## src/hdl/sha1bsh_pkg.sv

```systemverilog
`timescale 1ns / 1ps
// Package for the SHA-1 byte stream hasher: operation codes, hash constants,
// controller state type and the command and status structs between the modules.
// Depends on nothing.
package sha1bsh_pkg;

   localparam logic OP_ABSORB = 1'b0;
   localparam logic OP_FINISH = 1'b1;

   localparam int NUM_WORDS = 5;
   localparam int NUM_ROUNDS = 80;
   localparam int BLOCK_WORDS = 16;

   localparam logic [6:0] LAST_ROUND = 7'd79;
   localparam logic [5:0] LAST_BYTE = 6'd63;
   localparam logic [5:0] LENGTH_START = 6'd56;
   localparam logic [2:0] LAST_INDEX = 3'd4;

   localparam logic [7:0] PAD_MARK = 8'h80;

   localparam logic [31:0] IV [NUM_WORDS] = '{
      32'h67452301, 32'hEFCDAB89, 32'h98BADCFE, 32'h10325476, 32'hC3D2E1F0
   };

   localparam logic [31:0] K0 = 32'h5A827999;
   localparam logic [31:0] K1 = 32'h6ED9EBA1;
   localparam logic [31:0] K2 = 32'h8F1BBCDC;
   localparam logic [31:0] K3 = 32'hCA62C1D6;

   typedef enum logic [2:0] {
      ST_IDLE,
      ST_PAD,
      ST_ROUND,
      ST_ADD,
      ST_OUT
   } state_type;

   typedef enum logic [1:0] {
      BSEL_DATA,
      BSEL_MARK,
      BSEL_ZERO,
      BSEL_LEN
   } byte_sel_type;

   typedef struct packed {
      logic         shift_en;
      byte_sel_type byte_sel;
      logic         latch_len;
      logic         load_work;
      logic         round_step;
      logic         final_add;
      logic         blk_inc;
      logic         init;
      logic         out_step;
   } cmd_type;

   typedef struct packed {
      logic [5:0] byte_count;
      logic       round_last;
      logic       last_word;
   } stat_type;

endpackage

```

## src/hdl/sha1bsh_dpath.sv

```systemverilog
`timescale 1ns / 1ps
// Datapath of the SHA-1 byte stream hasher: message window, round unit,
// chaining value, length and digest output registers. Depends on sha1bsh_pkg.
module sha1bsh_dpath
   import sha1bsh_pkg::*;
(
   input  logic        clock,
   input  logic        reset,
   input  cmd_type     cmd,
   output stat_type    stat,
   input  logic [7:0]  data_byte,
   output logic [31:0] digest_word,
   output logic [2:0]  word_index,
   output logic        last_word
);

   logic [31:0] win_ff [BLOCK_WORDS];
   logic [31:0] win_in [BLOCK_WORDS];
   logic [31:0] h_ff [NUM_WORDS];
   logic [31:0] h_in [NUM_WORDS];
   logic [31:0] wk_ff [NUM_WORDS];
   logic [31:0] wk_in [NUM_WORDS];
   logic [6:0]  rnd_ff, rnd_in;
   logic [5:0]  cnt_ff, cnt_in;
   logic [54:0] blk_ff, blk_in;
   logic [63:0] len_ff, len_in;
   logic [2:0]  idx_ff, idx_in;
   logic [7:0]  byte_val;
   logic [31:0] w_mix;
   logic [31:0] w_new;
   logic [31:0] f_val;
   logic [31:0] k_val;
   logic [31:0] t_val;

   always_comb begin
      case (cmd.byte_sel)
         BSEL_DATA: byte_val = data_byte;
         BSEL_MARK: byte_val = PAD_MARK;
         BSEL_LEN:  byte_val = len_ff[63:56];
         default:   byte_val = 8'h00;
      endcase
   end

   assign w_mix = win_ff[13] ^ win_ff[8] ^ win_ff[2] ^ win_ff[0];
   assign w_new = {w_mix[30:0], w_mix[31]};

   always_comb begin
      if (rnd_ff < 7'd20) begin
         f_val = (wk_ff[1] & wk_ff[2]) ^ (~wk_ff[1] & wk_ff[3]);
         k_val = K0;
      end else if (rnd_ff < 7'd40) begin
         f_val = wk_ff[1] ^ wk_ff[2] ^ wk_ff[3];
         k_val = K1;
      end else if (rnd_ff < 7'd60) begin
         f_val = (wk_ff[1] & wk_ff[2]) ^ (wk_ff[1] & wk_ff[3]) ^ (wk_ff[2] & wk_ff[3]);
         k_val = K2;
      end else begin
         f_val = wk_ff[1] ^ wk_ff[2] ^ wk_ff[3];
         k_val = K3;
      end
   end

   assign t_val = {wk_ff[0][26:0], wk_ff[0][31:27]} + f_val + wk_ff[4] + k_val + win_ff[0];

   always_comb begin
      for (int i = 0; i < BLOCK_WORDS; i++) begin
         win_in[i] = win_ff[i];
      end
      if (cmd.shift_en) begin
         for (int i = 0; i < BLOCK_WORDS - 1; i++) begin
            win_in[i] = {win_ff[i][23:0], win_ff[i + 1][31:24]};
         end
         win_in[BLOCK_WORDS - 1] = {win_ff[BLOCK_WORDS - 1][23:0], byte_val};
      end else if (cmd.round_step) begin
         for (int i = 0; i < BLOCK_WORDS - 1; i++) begin
            win_in[i] = win_ff[i + 1];
         end
         win_in[BLOCK_WORDS - 1] = w_new;
      end
   end

   always_comb begin
      for (int i = 0; i < NUM_WORDS; i++) begin
         wk_in[i] = wk_ff[i];
         h_in[i] = h_ff[i];
      end
      if (cmd.load_work) begin
         for (int i = 0; i < NUM_WORDS; i++) begin
            wk_in[i] = h_ff[i];
         end
      end else if (cmd.round_step) begin
         wk_in[0] = t_val;
         wk_in[1] = wk_ff[0];
         wk_in[2] = {wk_ff[1][1:0], wk_ff[1][31:2]};
         wk_in[3] = wk_ff[2];
         wk_in[4] = wk_ff[3];
      end
      if (cmd.init) begin
         for (int i = 0; i < NUM_WORDS; i++) begin
            h_in[i] = IV[i];
         end
      end else if (cmd.final_add) begin
         for (int i = 0; i < NUM_WORDS; i++) begin
            h_in[i] = h_ff[i] + wk_ff[i];
         end
      end
   end

   always_comb begin
      rnd_in = rnd_ff;
      if (cmd.load_work) begin
         rnd_in = '0;
      end else if (cmd.round_step && rnd_ff != LAST_ROUND) begin
         rnd_in = rnd_ff + 7'd1;
      end

      cnt_in = cnt_ff;
      if (cmd.init) begin
         cnt_in = '0;
      end else if (cmd.shift_en) begin
         cnt_in = cnt_ff + 6'd1;
      end

      blk_in = blk_ff;
      if (cmd.init) begin
         blk_in = '0;
      end else if (cmd.blk_inc) begin
         blk_in = blk_ff + 55'd1;
      end

      len_in = len_ff;
      if (cmd.latch_len) begin
         len_in = {blk_ff, cnt_ff, 3'b000};
      end else if (cmd.shift_en && cmd.byte_sel == BSEL_LEN) begin
         len_in = {len_ff[55:0], 8'h00};
      end

      idx_in = idx_ff;
      if (cmd.out_step) begin
         idx_in = (idx_ff == LAST_INDEX) ? 3'd0 : idx_ff + 3'd1;
      end
   end

   always_ff @(posedge clock) begin
      for (int i = 0; i < BLOCK_WORDS; i++) begin
         win_ff[i] <= win_in[i];
      end
      for (int i = 0; i < NUM_WORDS; i++) begin
         wk_ff[i] <= wk_in[i];
      end
      len_ff <= len_in;
   end

   always_ff @(posedge clock) begin
      if (reset) begin
         for (int i = 0; i < NUM_WORDS; i++) begin
            h_ff[i] <= IV[i];
         end
         rnd_ff <= '0;
         cnt_ff <= '0;
         blk_ff <= '0;
         idx_ff <= '0;
      end else begin
         for (int i = 0; i < NUM_WORDS; i++) begin
            h_ff[i] <= h_in[i];
         end
         rnd_ff <= rnd_in;
         cnt_ff <= cnt_in;
         blk_ff <= blk_in;
         idx_ff <= idx_in;
      end
   end

   assign digest_word = h_ff[idx_ff];
   assign word_index = idx_ff;
   assign last_word = (idx_ff == LAST_INDEX);

   assign stat.byte_count = cnt_ff;
   assign stat.round_last = (rnd_ff == LAST_ROUND);
   assign stat.last_word = (idx_ff == LAST_INDEX);

   a_idx_range: assert property (@(posedge clock) disable iff (reset)
      idx_ff <= LAST_INDEX)
      else $error("digest word index out of range");

   a_round_load: assert property (@(posedge clock) disable iff (reset)
      cmd.load_work |=> rnd_ff == 7'd0)
      else $error("round counter not cleared at block start");

endmodule

```

## src/hdl/sha1bsh_ctrl.sv

```systemverilog
`timescale 1ns / 1ps
// Controller of the SHA-1 byte stream hasher: sequences absorb, padding,
// compression rounds and digest output. Depends on sha1bsh_pkg.
module sha1bsh_ctrl
   import sha1bsh_pkg::*;
(
   input  logic     clock,
   input  logic     reset,
   input  logic     req_valid,
   output logic     req_ready,
   input  logic     req_operation,
   output logic     rsp_valid,
   input  logic     rsp_ready,
   input  stat_type stat,
   output cmd_type  cmd
);

   state_type state_ff, state_in;
   logic      fin_ff, fin_in;
   logic      ovf_ff, ovf_in;

   always_comb begin
      state_in = state_ff;
      fin_in = fin_ff;
      ovf_in = ovf_ff;
      cmd = '0;
      cmd.byte_sel = BSEL_ZERO;
      req_ready = 1'b0;
      rsp_valid = 1'b0;
      unique case (state_ff)
         ST_IDLE: begin
            req_ready = 1'b1;
            if (req_valid) begin
               cmd.shift_en = 1'b1;
               if (req_operation == OP_FINISH) begin
                  cmd.byte_sel = BSEL_MARK;
                  cmd.latch_len = 1'b1;
                  fin_in = 1'b1;
                  ovf_in = (stat.byte_count >= LENGTH_START);
                  state_in = ST_PAD;
               end else begin
                  cmd.byte_sel = BSEL_DATA;
               end
               if (stat.byte_count == LAST_BYTE) begin
                  cmd.load_work = 1'b1;
                  state_in = ST_ROUND;
               end
            end
         end
         ST_PAD: begin
            cmd.shift_en = 1'b1;
            if (stat.byte_count >= LENGTH_START && !ovf_ff) begin
               cmd.byte_sel = BSEL_LEN;
            end
            if (stat.byte_count == LAST_BYTE) begin
               cmd.load_work = 1'b1;
               state_in = ST_ROUND;
            end
         end
         ST_ROUND: begin
            cmd.round_step = 1'b1;
            if (stat.round_last) begin
               state_in = ST_ADD;
            end
         end
         ST_ADD: begin
            cmd.final_add = 1'b1;
            if (!fin_ff) begin
               cmd.blk_inc = 1'b1;
               state_in = ST_IDLE;
            end else if (ovf_ff) begin
               ovf_in = 1'b0;
               state_in = ST_PAD;
            end else begin
               state_in = ST_OUT;
            end
         end
         ST_OUT: begin
            rsp_valid = 1'b1;
            if (rsp_ready) begin
               cmd.out_step = 1'b1;
               if (stat.last_word) begin
                  cmd.init = 1'b1;
                  fin_in = 1'b0;
                  state_in = ST_IDLE;
               end
            end
         end
         default: begin
            state_in = ST_IDLE;
         end
      endcase
   end

   always_ff @(posedge clock) begin
      if (reset) begin
         state_ff <= ST_IDLE;
         fin_ff <= 1'b0;
         ovf_ff <= 1'b0;
      end else begin
         state_ff <= state_in;
         fin_ff <= fin_in;
         ovf_ff <= ovf_in;
      end
   end

   a_round_end: assert property (@(posedge clock) disable iff (reset)
      (state_ff == ST_ROUND && stat.round_last) |=> state_ff == ST_ADD)
      else $error("round sequence did not end in the final add");

   a_idle_clean: assert property (@(posedge clock) disable iff (reset)
      state_ff == ST_IDLE |-> !fin_ff && !ovf_ff)
      else $error("finish flags left set while idle");

   a_one_side: assert property (@(posedge clock) disable iff (reset)
      !(req_ready && rsp_valid))
      else $error("input taken while digest words are pending");

endmodule

```

## src/hdl/sha1_byte_stream_hasher.sv

```systemverilog
`timescale 1ns / 1ps
// Top level of the SHA-1 byte stream hasher: joins controller and datapath.
// Depends on sha1bsh_pkg, sha1bsh_ctrl and sha1bsh_dpath.
//
// Usage: each item on the req channel either absorbs one message byte
// (operation 0) or finishes the message (operation 1). Both channels use
// valid and ready. The 64th byte of a block also starts the compression,
// which holds req_ready low through the 80 rounds in one shared round unit
// and the chaining-value add. A finish shifts the 0x80 mark, the zero fill
// and the length into the message window one byte per cycle until the block
// is full, and then compresses it. When 56 or more bytes were buffered, a
// second block of zero fill and the length follows and is compressed in the
// same way. The hasher then presents the five digest words on the rsp channel,
// word 0 first, with last_word set on word 4. No item is taken while words are
// pending; a stalled receiver simply holds the current word. After the last
// word is taken the hasher returns to the initial hash values and a new
// message can start. Reset loads the initial values and empties the buffer.
module sha1_byte_stream_hasher
   import sha1bsh_pkg::*;
(
   input  logic        clock,
   input  logic        reset,
   input  logic        req_valid,
   output logic        req_ready,
   input  logic        req_operation,
   input  logic [7:0]  req_data_byte,
   output logic        rsp_valid,
   input  logic        rsp_ready,
   output logic [31:0] rsp_digest_word,
   output logic [2:0]  rsp_word_index,
   output logic        rsp_last_word
);

   cmd_type  cmd;
   stat_type stat;

   sha1bsh_ctrl u_ctrl (
      .clock         (clock),
      .reset         (reset),
      .req_valid     (req_valid),
      .req_ready     (req_ready),
      .req_operation (req_operation),
      .rsp_valid     (rsp_valid),
      .rsp_ready     (rsp_ready),
      .stat          (stat),
      .cmd           (cmd)
   );

   sha1bsh_dpath u_dpath (
      .clock       (clock),
      .reset       (reset),
      .cmd         (cmd),
      .stat        (stat),
      .data_byte   (req_data_byte),
      .digest_word (rsp_digest_word),
      .word_index  (rsp_word_index),
      .last_word   (rsp_last_word)
   );

endmodule
```

## config.mk

```make
export PLATFORM = sky130hd
export DESIGN_NAME = sha1_byte_stream_hasher
export DESIGN_NICKNAME = d
export VERILOG_FILES = /design/src/hdl/sha1bsh_pkg.sv /design/src/hdl/sha1bsh_dpath.sv /design/src/hdl/sha1bsh_ctrl.sv /design/src/hdl/sha1_byte_stream_hasher.sv
export SDC_FILE = /design/constraint.sdc
export NUM_CORES = 2
export LEC_CHECK = 0
export ABC_CLOCK_PERIOD_IN_PS = 107200
export BUFFER_PORTS_ARGS = -buffer_cell sky130_fd_sc_hd__buf_2
export CORE_MARGIN = 3
export CORE_UTILIZATION = 60
export CTS_BUF_LIST = sky130_fd_sc_hd__clkbuf_4 sky130_fd_sc_hd__clkbuf_8
export CTS_CLUSTER_SIZE = 10
export DETAILED_ROUTE_END_ITERATION = 16
export PLACE_DENSITY = 0.76
export SLEW_MARGIN = 20
export SYNTH_ARGS = -nofsm -noshare
export SYNTH_HDL_FRONTEND = slang
export SYNTH_SLANG_ARGS = --single-unit
export TNS_END_PERCENT = 30
```

## constraint.sdc

```tcl
create_clock -name clock -period 107.2 [get_ports clock]
set_clock_uncertainty 0.1 [all_clocks]
set_input_delay 21.44 -clock clock [delete_from_list [all_inputs] [get_ports clock]]
set_output_delay 21.44 -clock clock [all_outputs]
set_load 0.05 [all_outputs]
```

---- Word level (Yosys, flattened, before mapping) ----
Memories as Yosys holds them, arrays and structs flattened. A register that Yosys moved wholly into a read port is not among the register bits.
Cells that the tools add are included.
storage, ports and cells
  memories kept ........................... 3
  logic and storage cells ................. 139
  output and inout port bits .............. 38
  flip-flop bits (word level) ............. 137
  input bits .............................. 13
  RAM bits ................................ 832
cells by class
  add/sub/neg operators ................... 13
  bitwise operators ....................... 18
  equality and inequality tests ........... 18
  magnitude comparators ................... 4
  muxes and demuxes ....................... 61
  reduce and logical (&&, ||, !) cells .... 14
memory list
  name            depth  width  rd ports  clocked after memory_dff  wr ports  RTL line             source
  u_dpath.win_ff  16     32     16        0                         16        sha1bsh_dpath.sv:17  logic [31:0] win_ff [BLOCK_WORDS];
  u_dpath.h_ff    5      32     6         1                         5         sha1bsh_dpath.sv:19  logic [31:0] h_ff [NUM_WORDS];
  u_dpath.wk_ff   5      32     5         0                         5         sha1bsh_dpath.sv:21  logic [31:0] wk_ff [NUM_WORDS];
operators by type and width
  operator                 count
  $mux W512                2
  $mux W160                4
  $mux W32                 10
  $add A32 B32 Y32         9
  $xor A32 B32 Y32         8
  $and A32 B32 Y32         4
  $mux W64                 2
  $add A55 B1 Y55 const B  1
  $mux W3                  12
  $not A32 Y32             1
  $mux W31                 1
  $pmux W8 S3              1
  $mux W1                  20
  $pmux W3 S5              1
  $lt A7 B6 Y1 const B     2
  $ne A2 B2 Y1 const B     5
  $add A7 B1 Y7 const B    1
  $eq A7 B7 Y1 const B     1
  $lt A7 B5 Y1 const B     1
  $ne A7 B7 Y1 const B     1
  $add A6 B1 Y6 const B    1
  $eq A3 B2 Y1 const B     2
  $eq A3 B3 Y1 const B     2
  $eq A6 B6 Y1 const B     1
  other kinds (21)         35

---- Depth between registers and ports, before layout ----
An unclocked memory read counts as a cell.
  word-level depth ........................ 13
  depth in mapped cells ................... 24
  depth with buffers taken out ............ 23

---- Hierarchy ----
A second synthesis with hierarchy kept.
second synthesis, totals
  cell total of the unflattened synthesis .. 4429
  area, all modules ....................... 54167.0 sq um
modules (own cells, without submodules)
  module         area an instance (sq um)  seq. area each (sq um)  instances  cells each
  sha1bsh_dpath  53761.6                   26695.6                 1          4377
  sha1bsh_ctrl   405.4                     100.1                   1          52

---- Worst setup path before layout ----
No wires, ideal clock.
  path kind ............................... input to register
  start point ............................. in req_valid
  end point ............................... mem u_dpath.win_ff[0][0] (enable)
  library setup time ...................... 2.120 ns
  setup slack ............................. 46.737 ns
  stages .................................. 2
  arrival time ............................ 58.243 ns
  path through ............................ nor3_1 nor3b_1
RTL lines
  what             RTL line                       source
  start, declared  sha1_byte_stream_hasher.sv:23  input logic req_valid,
  end, declared    sha1bsh_dpath.sv:17

==> impl_metrics.csv <==
group,metric,value,unit
logic_synthesis,synthSimpleGateAreaFrac,0.186,
logic_synthesis,synth_compound_area_frac,0.106,
logic_synthesis,ys_seq_elements,972,
setup_path,worstPathCellList,"buf_4, mux4_2, mux2_2, buf_2",
logic_synthesis,synthCells,5762,
detailed_routing,drt_iter0_markers,4609,
detailed_routing,dr.pass1.iters,8,
global_routing,grt_pass1_wl,212000,microns
logic_synthesis,synth_top_cell_area_share,0.404,
floorplanning,core_area,89200,sq um
global_routing,antenna_found_initial,1,
timing,relSlewSlack,0.226,
timing,timing.fmax,40.9,MHz
logic_synthesis,synth.distinct_cells,78,
cts,postCtsSetupRepairBufs,0,
floorplanning,io_pins,51,
global_routing,grt.overflow.total,0,
detailed_routing,antenna_left,0,
finish,fill_cells,7053,
setup_path,cp_data_arrival_time,2.93,ns
finish,syn_to_final_growth,8.43,%
power_and_ir_drop,power,944,uW
cts,cts_buffers,163,
logic_synthesis,yosysTopAreaCell,"edfxtp_1",
hold_path,holdPathStages,2,
logic_synthesis,synth-adder-area-share,0.0900,
finish,instances_no_fill,7057,
global_routing,grt_pass1_vias,39600,
detailed_routing,vias_per_cell,5.80,
placement,dpl_cell_area,55700,sq um
setup_path,cpPeakStageDelay,0.60,ns
cts,holdBufCountCts,0,
finish,drive_above_1_share,0.0873,
setup_path,cp.required,85.66,ns
cts,clkTransAtPathRegs,0.06,ns
setup_path,crit_slowest_cell,"mux4_2",
timing,setup-tns-final,0,ns
setup_path,r2r_setup_slack,99.13,ns
status,status,"finished, final reports clean",
timing,slew_viol_final,0,
timing,rsz0062_at_grt,"false",
cts,clkLatencyLatePin,0.84,ns
hold_path,holdPathEnd,"u_dpath.h_ff[2][0]",
logic_synthesis,synthFlopType,"edfxtp_1",
power_and_ir_drop,peakVddDrop,0.0000133,V
finish,final_area,59100,sq um
cts,cts_max_level,4,
logic_synthesis,syn-mean-instance-area,9.46,sq um
logic_synthesis,synth_top_family_by_area,"simple AND/OR/NAND/NOR gates",
global_routing,grt_max_degree,230,
finish,nNetsFinal,6090,
cts,numClockSinks,972,
logic_synthesis,syn_nets,6097,
power_and_ir_drop,power_density,16.0,nW/um^2
cts,cts_tree,"yes",
placement,hpwl,90900,microns
logic_synthesis,syn-cell-area,54500,sq um
finish,layout_common_cells,"1948 x nand2_1, 733 x edfxtp_1, 318 x inv_1",
hold_path,hp-class,"register to register",
floorplanning,dieHeight,307,microns
timing,period_needed,24.47,ns
floorplanning,die_w,307,microns
setup_path,regToRegEndpoint,"u_dpath.wk_ff[0][29]",
cts,clk_path_buf_depth,3,
timing,setup-violations-final,0,
detailed_routing,drt_wl_total,135000,microns
setup_path,endpoint_kind,"output pin",
logic_synthesis,synthTopCellsByArea,"edfxtp_1 40%, nand2_1 13%, dfxtp_1 8.8%",
power_and_ir_drop,p_leak,25.2,nW
logic_synthesis,synthXorXnorAreaFrac,0.0488,
timing,whs,0.390,ns
placement,io_buffers,50,
logic_synthesis,synth-seq-area-share,0.491,
detailed_routing,drcViolationCount,0,
setup_path,rr_startpoint,"u_dpath.rnd_ff[4]",
global_routing,grt_usage,0.284,
timing,final_hold_viol_count,0,
timing,tightestPinTransition,1.16,ns
flow_run,drv_cap,0,
floorplanning,dieArea,94500,sq um
logic_synthesis,async_flop_share,0,
setup_path,critical_path_class,"register to output pin",
setup_path,cp.buffers_inverters,2,
logic_synthesis,synthMuxAreaShare,0.0376,
setup_path,worstSetupStartpointType,"register",
floorplanning,row_count,109,
cts,cts_resized,0,
placement,gp_congestion,0.963,
timing,min_period_over_period,0.228,
cts,cts_root_buffer,"clkbuf_8",
logic_synthesis,synth_edf_count,733,
floorplanning,initial_utilization,0.611,
logic_synthesis,ys_warn_count,0,
setup_path,cpLargestDelayFamily,"multiplexers",
setup_path,path_max_fanout,32,
detailed_routing,route.vias.total,41000,
hold_path,min-delay-start,"u_dpath.h_ff[2][0]",
setup_path,r2r_cells,23,
finish,final_common_cell,"nand2_1",
detailed_routing,routedWlPerCell,19.1,microns
placement,dp_cells,6755,
[routing by layer]
| layer | part of all wire | GRT usage |
|---|---|---|
| met4 | 0.042 | 0.125 |
| met3 | 0.069 | 0.0444 |
| met1 | 0.43 | 0.389 |
| met2 | 0.46 | 0.451 |
| met5 | 0 | 0 |
[report_power, final]
group / internal [mW] / switching, mW / leakage (nW)
sequential: 0.457 / 0.0249 / 9.14
combinational: 0.0414 / 0.0710 / 14.3
clock: 0.191 / 0.158 / 1.82
[state kept, by name, indices dropped and copies added (netlist names), named ones only]
name / flops
u_dpath.win_ff: 512
u_dpath.h_ff: 160
u_dpath.rnd_ff: 7
u_dpath.word_index: 3
u_ctrl.ovf_ff: 1
u_dpath.wk_ff: 160
u_dpath.blk_ff: 55
u_ctrl.state_ff: 3
u_dpath.len_ff: 61
u_dpath.cnt_ff: 6
u_ctrl.fin_ff: 1
[synthesized netlist by cell type, drive strengths merged (25+ instances only)]
master / instances
fa: 117
nand2b: 26
xor2: 96
ha: 205
dfxtp: 239
mux2: 85
o21bai: 26
nor3: 42
a21o: 91
buf: 25
nand2: 1950
nor2: 206
and3: 35
a21oi: 269
clkbuf: 233
nand3: 73
o211ai: 59
mux2i: 37
xnor2: 208
inv: 318
a211oi: 33
o21ai: 289
edfxtp: 733
mux4: 32
nand4: 33
nor2b: 27
[worst reg2reg max path, stage by stage (launching register included)]
cell	delay, ns
dfxtp_1	0.46
o21ai_0	0.13
nand2_1	0.09
buf_4	0.45
clkinv_1	0.55
nor2_2	0.84
clkinv_1	0.29
buf_4	0.37
o21ai_0	0.49
fa_1	0.50
inv_1	0.10
fa_1	0.42
inv_1	0.09
ha_1	0.26
nor2b_1	0.16
o31ai_1	0.46
a21oi_1	0.21
o31ai_1	0.54
a21oi_1	0.20
nor3_1	0.35
o21ai_0	0.21
a31oi_1	0.23
xor2_1	0.24
a21oi_1	0.10
[kinds of logic (layout without fill, tap and decap cells)]
logic type,Yosys count,in the layout
xor gates and xnor gates,304,304
muxes,154,154
buffers and inverters,578,705
other,0,3
DFF,972,972
and+or+nand+nor,2489,2489
AOI/OAI and AO/OA,943,943
adders and majority gates,322,322
[stage by stage]
step | util | setup slack, ns
final | 0.663 | 82.73
after global routing | 0.663 | 82.61
after CTS | 0.663 | 82.63
after detailed placement | 0.624 | 82.35
after global placement | 0.624 | 82.37
after floorplan | - | 46.74
[worst max-delay path by stage]
stage	startpoint	to	slack [ns]	depth (start not counted)
2_1_floorplan	req_valid	u_dpath.win_ff[0][0]	46.74	2
3_3_place_gp	req_valid	u_dpath.win_ff[1][224]	82.37	6
3_5_place_dp	req_valid	u_dpath.win_ff[1][224]	82.35	6
4_1_cts	register	rsp_digest_word[11]	82.63	4
5_1_grt	register	rsp_digest_word[8]	82.61	4
6_report	register	rsp_digest_word[11]	82.73	4
[area by class of cell]
class	instances	area (sq um)	share of cell area
repair buffers	86	578	0.00978
flip-flops and latches	972	26800	0.453
inverters	320	1200	0.0203
well taps	1165	1460	0.0247
diodes	3	7.51	0.000127
multi-input cells	4212	25600	0.434
clock buffers	231	2820	0.0476
clock inverters	68	617	0.0104
No activity file was read; power rests on OpenSTA's default activity.
